$ cat src/rtl/pbks_pkg.sv
// Shared types and codes for the playback transport keyframe seek block.
`default_nettype none

package pbks_pkg;

  // Command codes carried in the cmd field.
  localparam logic [2:0] CMD_WRITE_ENTRY = 3'd0;
  localparam logic [2:0] CMD_RESTART     = 3'd1;
  localparam logic [2:0] CMD_PLAY_PAUSE  = 3'd2;
  localparam logic [2:0] CMD_SKIP_FWD    = 3'd3;
  localparam logic [2:0] CMD_SKIP_BACK   = 3'd4;
  localparam logic [2:0] CMD_TICK        = 3'd5;

  // Playback modes.
  localparam logic [1:0] MODE_PAUSED  = 2'd0;
  localparam logic [1:0] MODE_PLAYING = 2'd1;
  localparam logic [1:0] MODE_ENDED   = 2'd2;

  // Configuration register indexes.
  localparam logic [1:0] CFG_SKIP_LENGTH    = 2'd0;
  localparam logic [1:0] CFG_FRAME_COUNT    = 2'd1;
  localparam logic [1:0] CFG_KEYFRAME_COUNT = 2'd2;

  // Input transaction payload.
  typedef struct packed {
    logic [2:0]  cmd;
    logic [7:0]  entry_slot;
    logic [31:0] entry_frame;
    logic [31:0] entry_offset;
    logic        frame_ready;
  } in_item_t;

  // Output transaction payload.
  typedef struct packed {
    logic [1:0]  play_state;
    logic [31:0] shown_frame;
    logic        seek_valid;
    logic [31:0] seek_offset;
    logic        frame_advanced;
    logic        reached_end;
    logic [7:0]  current_keyframe;
  } out_item_t;

  // Operations of the shared arithmetic unit.
  typedef enum logic [1:0] {
    ALU_ADD = 2'b01,
    ALU_SUB = 2'b10
  } alu_op_t;

  typedef struct packed {
    alu_op_t     op;
    logic [31:0] a;
    logic [31:0] b;
  } alu_req_t;

  typedef struct packed {
    logic [31:0] res;
    logic        carry;  // Carry out for add, borrow for subtract.
    logic        zero;
  } alu_rsp_t;

  // Keyframe table access: write and read share one slot address.
  typedef struct packed {
    logic        we;
    logic        re;
    logic [8:0]  slot;
    logic [31:0] frame;
    logic [31:0] offset;
  } kf_req_t;

endpackage

`default_nettype wire

$ cat src/rtl/pbks_alu.sv
// Shared 32-bit add and subtract unit with borrow and zero flags.
`default_nettype none

module pbks_alu
  import pbks_pkg::*;
(
  input  alu_req_t req,
  output alu_rsp_t rsp
);

  logic [32:0] sum;

  // One adder serves both operations; compares use the borrow and zero flags.
  always_comb begin
    case (req.op)
      ALU_ADD: sum = {1'b0, req.a} + {1'b0, req.b};
      ALU_SUB: sum = {1'b0, req.a} - {1'b0, req.b};
      default: sum = {1'b0, req.a} + {1'b0, req.b};
    endcase
  end

  assign rsp.res   = sum[31:0];
  assign rsp.carry = sum[32];
  assign rsp.zero  = (sum[31:0] == 32'd0);

endmodule

`default_nettype wire

$ cat config.mk
export PLATFORM = sky130hd
export DESIGN_NAME = pbks_alu
export DESIGN_NICKNAME = d
export VERILOG_FILES = /design/src/rtl/pbks_pkg.sv /design/src/rtl/pbks_alu.sv
export SDC_FILE = /design/constraint.sdc
export NUM_CORES = 1
export LEC_CHECK = 0
export BUFFER_PORTS_ARGS = -buffer_cell sky130_fd_sc_hd__buf_4
export CORE_UTILIZATION = 33
export DETAILED_ROUTE_END_ITERATION = 6
export SLEW_MARGIN = 20
export SYNTH_ARGS = -nofsm -noshare
export SYNTH_HDL_FRONTEND = slang
export SYNTH_SLANG_ARGS = --single-unit
$ cat constraint.sdc
create_clock -name vclk -period 7.85
set_input_delay 0.3925 -clock vclk [all_inputs]
set_output_delay 0.3925 -clock vclk [all_outputs]
set_load 0.02 [all_outputs]
## Word level (Yosys, flattened, before mapping)

Cells that the tools add are included.

| operators by class | value |
|---|---|
| shift-type cells | 0 |
| multipliers | 0 |
| magnitude comparators | 0 |
| reductions and logical operators | 1 |
| equal/unequal tests | 1 |
| div/mod/pow operators | 0 |
| add/subtract/negate cells | 2 |
| mux-type cells | 1 |
| bitwise operators | 0 |

Operators with widths:

| kind | number |
|---|---|
| $add A32 B32 Y33 | 1 |
| $mux W33 | 1 |
| $sub A32 B32 Y33 | 1 |
| $logic_not A32 Y1 | 1 |
| $eq A2 B2 Y1 const B | 1 |

| storage, ports and cells | value |
|---|---|
| register bits after elaboration | 0 |
| bits in read-only memories | 0 |
| latch bits | 0 |
| input bits | 66 |
| word-level logic and storage cells | 5 |
| memories kept | 0 |
| bits in writable memories | 0 |
| output and inout port bits | 34 |

## Logic depth before layout (Yosys ltp)

| depth | value |
|---|---|
| depth after elaboration | 3 |
| mapped depth | 19 |
| depth with buffers taken out | 19 |

## Worst setup path before layout

OpenSTA, ideal clock, no wires.

| path | value |
|---|---|
| path type | in2out |
| from | input req[10] in the netlist's numbering |
| to | output rsp[0] in the netlist's numbering |
| setup slack | 2.757 ns |
| stages | 18 |
| arrival | 4.700 ns |
| path buffers | 0 |
| cell sequence | nor4_1 > nand2b_1 > nor2_1 > nand3_1 > o31ai_1 > o21ai_0 > xnor2_1 > ha_1 > and3_1 > and2_0 > a31oi_1 > a31oi_1 > a311oi_1 > a21oi_1 > xor2_1 > nor4_1 > or4b_1 > nor4_2 |

RTL lines:

| what | RTL line | text |
|---|---|---|
| from (decl) | pbks_alu.sv:7 | `input alu_req_t req,` |
| to (decl) | pbks_alu.sv:8 | `output alu_rsp_t rsp` |

==> impl_summary.log <==
INFO  metric hold_wc_path_type = in -> out
INFO  metric num_io_pins = 100
INFO  metric worst_slack_setup_final = 2040 ps
INFO  metric cellLeakagePower = 1.56 nW
INFO  metric number_of_rows_in_the_core_area = 32
INFO  metric worst_ep_required_time = ~7500 ps
INFO  metric fin_worst_hold_slack = 1210 ps
INFO  metric firstDrtPassIters = 5
INFO  metric gr-usage-all-layers = about a fifth
INFO  metric yosys_warnings = 0
INFO  metric post_synthesis_share_of_cell_area_spent_on_full_adders_half_adders_and_majority_gates = about 16%
INFO  metric vias = 3244
INFO  metric sequential_cell_total = 0
INFO  metric global_route_wire_length_before_repair = around 14000 microns
INFO  metric nets = 581
INFO  metric seq_area = 0 sq um
INFO  metric synth.lib_cells_used.distinct = 60
INFO  metric detail_route.vias_per_cell = 5.58
INFO  metric synth_top_cells_by_count = a21oi_1, ha_1, nand2_1, o21ai_0, xor2_1
INFO  metric synthesis.area = around 2700 sq um
INFO  metric buffer_ports.inserted = 100
INFO  metric dp_hpwl = 7620 microns
INFO  metric non_filler_cells_in_the_finished_layout = 581
INFO  metric main_combinational_cell_family_by_area_after_synthesis = compound AO/OA/AOI/OAI gates
INFO  metric initial_core_util = 34.2%
INFO  metric design_power_total = about 0.00048 W
INFO  metric synth-seq-area-share = 0%
INFO  metric post-place-ws = 2110 ps
INFO  metric final_critical_path_share_of_the_clock_period = between 70% and 80%
INFO  metric timing.critical_path.from_type = input port
INFO  metric design.die.area = roughly 8400 sq um
INFO  metric detail_route.wl_per_cell = 15.4 microns
INFO  metric wirelength = 8920 microns
INFO  metric drive_gt1_share = 23.4%
INFO  metric synth_area_in_compound_gates = 35.5%
INFO  metric drc_errors = 0
INFO  metric synth_area_in_xor_xnor = about 17%
INFO  metric worst_hold_stages = 4
INFO  metric grt_antenna_before_repair = 0
INFO  metric timing.slew.headroom = approximately 44%
INFO  metric min_from = req[0]
INFO  metric clock_buffers = 0
INFO  metric antenna_cells_inserted = 0
INFO  metric cap_violations = 0
INFO  metric post_synth_main_area_contributors = ha_1, xor2_1, xnor2_1
INFO  metric synth_top_cell_area_share = 15.5%
INFO  metric gpl.final_weighted_congestion = 0.933
INFO  metric setup.worst_path.end_class = output pin
INFO  metric critPathLaunch = req[2]
INFO  metric power_per_cell_area = around 140 nW/um^2
INFO  metric synth.area.mux_share = 0.377%
INFO  metric filler_cell_count = 828
INFO  metric syn_area_per_cell = 6.83 sq um
INFO  metric synthCells = between 300 and 400
INFO  metric detail-route-antenna-nets = 0
INFO  metric critical_path_arrival = 5420 ps
INFO  metric worst_pin_slew = 827 ps
INFO  metric multiInputGateArea = 2520 sq um
INFO  metric post_cts_resized = 0
INFO  metric final_period_minus_worst_setup_slack = 5810 ps
INFO  metric first_iteration_detailed_routing_drc_count = 197
INFO  metric final_hold_viol_count = 0
INFO  metric core_area = 7770 sq um
INFO  metric post_synth_and_or_nand_nor_area_fraction = 26.0%
INFO  metric status = complete, no violations
INFO  metric global_route_congestion_overflow_total = 0
INFO  metric finalSetupViolations = 0
INFO  metric finalSetupTns = 0 ps
INFO  metric dp.cells = 581
INFO  metric post-cts-setup-buffers = 0
INFO  metric die_height = 91.7 microns
INFO  metric area_growth_syn_to_layout = 31.3%
INFO  metric syn-num-nets = 489
INFO  metric cts_hold_buf = 0
INFO  metric grt_setup_unrepaired = false
INFO  metric fmax = 172 MHz
INFO  metric critPathMaxFanout = 7
INFO  metric timing.final.max_slew_violations = 0
INFO  metric synth_top_cell_by_area = ha_1
INFO  metric worst-setup-path-type = in -> out
INFO  metric die_width = 91.7 microns
INFO  metric grt_pass1_vias = between 2000 and 3000
INFO  metric ir_drop = around 0.068 mV
INFO  metric grt_start_max_net_pins = 22
INFO  metric yosys.cell_count.top_type = a21oi_1
## placed cells by master, fill, tap and decap left out, types with 3 or more instances in the layout
| cell | netlist | routed |
|---|---|---|
| a21o_1 | 7 | 7 |
| a21oi_1 | 35 | 35 |
| a311oi_1 | 3 | 3 |
| a31oi_1 | 8 | 8 |
| and2_1 | 8 | 8 |
| and3_1 | 6 | 6 |
| and4_1 | 3 | 3 |
| buf_4 | 0 | 100 |
| ha_1 | 33 | 33 |
| inv_1 | 23 | 23 |
| nand2_1 | 32 | 32 |
| nand2b_1 | 3 | 3 |
| nand3_1 | 10 | 10 |
| nand4_1 | 6 | 6 |
| nor2_1 | 24 | 24 |
| nor3_1 | 7 | 7 |
| nor4_1 | 8 | 8 |
| o2111ai_1 | 3 | 3 |
| o21a_1 | 6 | 6 |
| o21ai_0 | 32 | 32 |
| o21ai_1 | 3 | 3 |
| o21bai_1 | 4 | 4 |
| o311ai_0 | 3 | 3 |
| o31a_1 | 3 | 3 |
| o31ai_1 | 8 | 8 |
| or3_1 | 8 | 8 |
| or4_1 | 3 | 3 |
| xnor2_1 | 25 | 25 |
| xor2_1 | 26 | 26 |
## through the flow
stage                     utilization [%]  instance area (sq um)
after detailed placement             44.9                   3490
after global routing                 44.9                   3490
after CTS                            44.9                   3490
after global placement               44.9                   3490
after floorplan                         -                   2660
final                                44.9                   3490
## where the power goes
group	leakage (nW)	internal, W	switching [W]
Sequential	0	0	0
Combinational	1.56	0.000202	0.000279
Clock	0	0	0
## metal layers
layer	vias to the layer above	part of all wire, %	track usage, %
met4	0	1.2	2.34
li1	1662	-	-
met1	1467	45	26.3
met2	107	47	35.7
met5	-	0	0
met3	8	6.7	1.99
## worst max-delay path, cell delays in order
cell and delay, ps:
buf_4 130, nor4_1 660, nand3_1 250, o31ai_1 740, o21ai_0 250, xnor2_1 240
ha_1 330, and3_1 200, and2_0 150, a31oi_1 200, a31oi_1 120, a311oi_1 340
a21oi_1 190, xor2_1 180, nor4_1 250, or4b_1 480, nor4_2 140, buf_4 180
## kinds of logic (layout without fill, tap and decap cells)
kind of cell	Yosys count	after routing
compound gates	139	139
buf+inv	33	123
simple gates	131	131
fa+ha+maj	34	34
xor+xnor	51	51
mux	1	1
## worst paths after layout
path / to / slack [ps]
worst max-delay path: rsp[0] / 2040
worst min-delay path: rsp[2] / 1210
## layout make-up
| cell class | count | share of cell area (%) |
|---|---|---|
| inverters | 23 | 2.47 |
| well taps | 102 | 3.66 |
| repair buffers | 100 | 21.5 |
| multi-input cells | 356 | 72.3 |
Note: power is estimated with default switching activity, not from simulation.
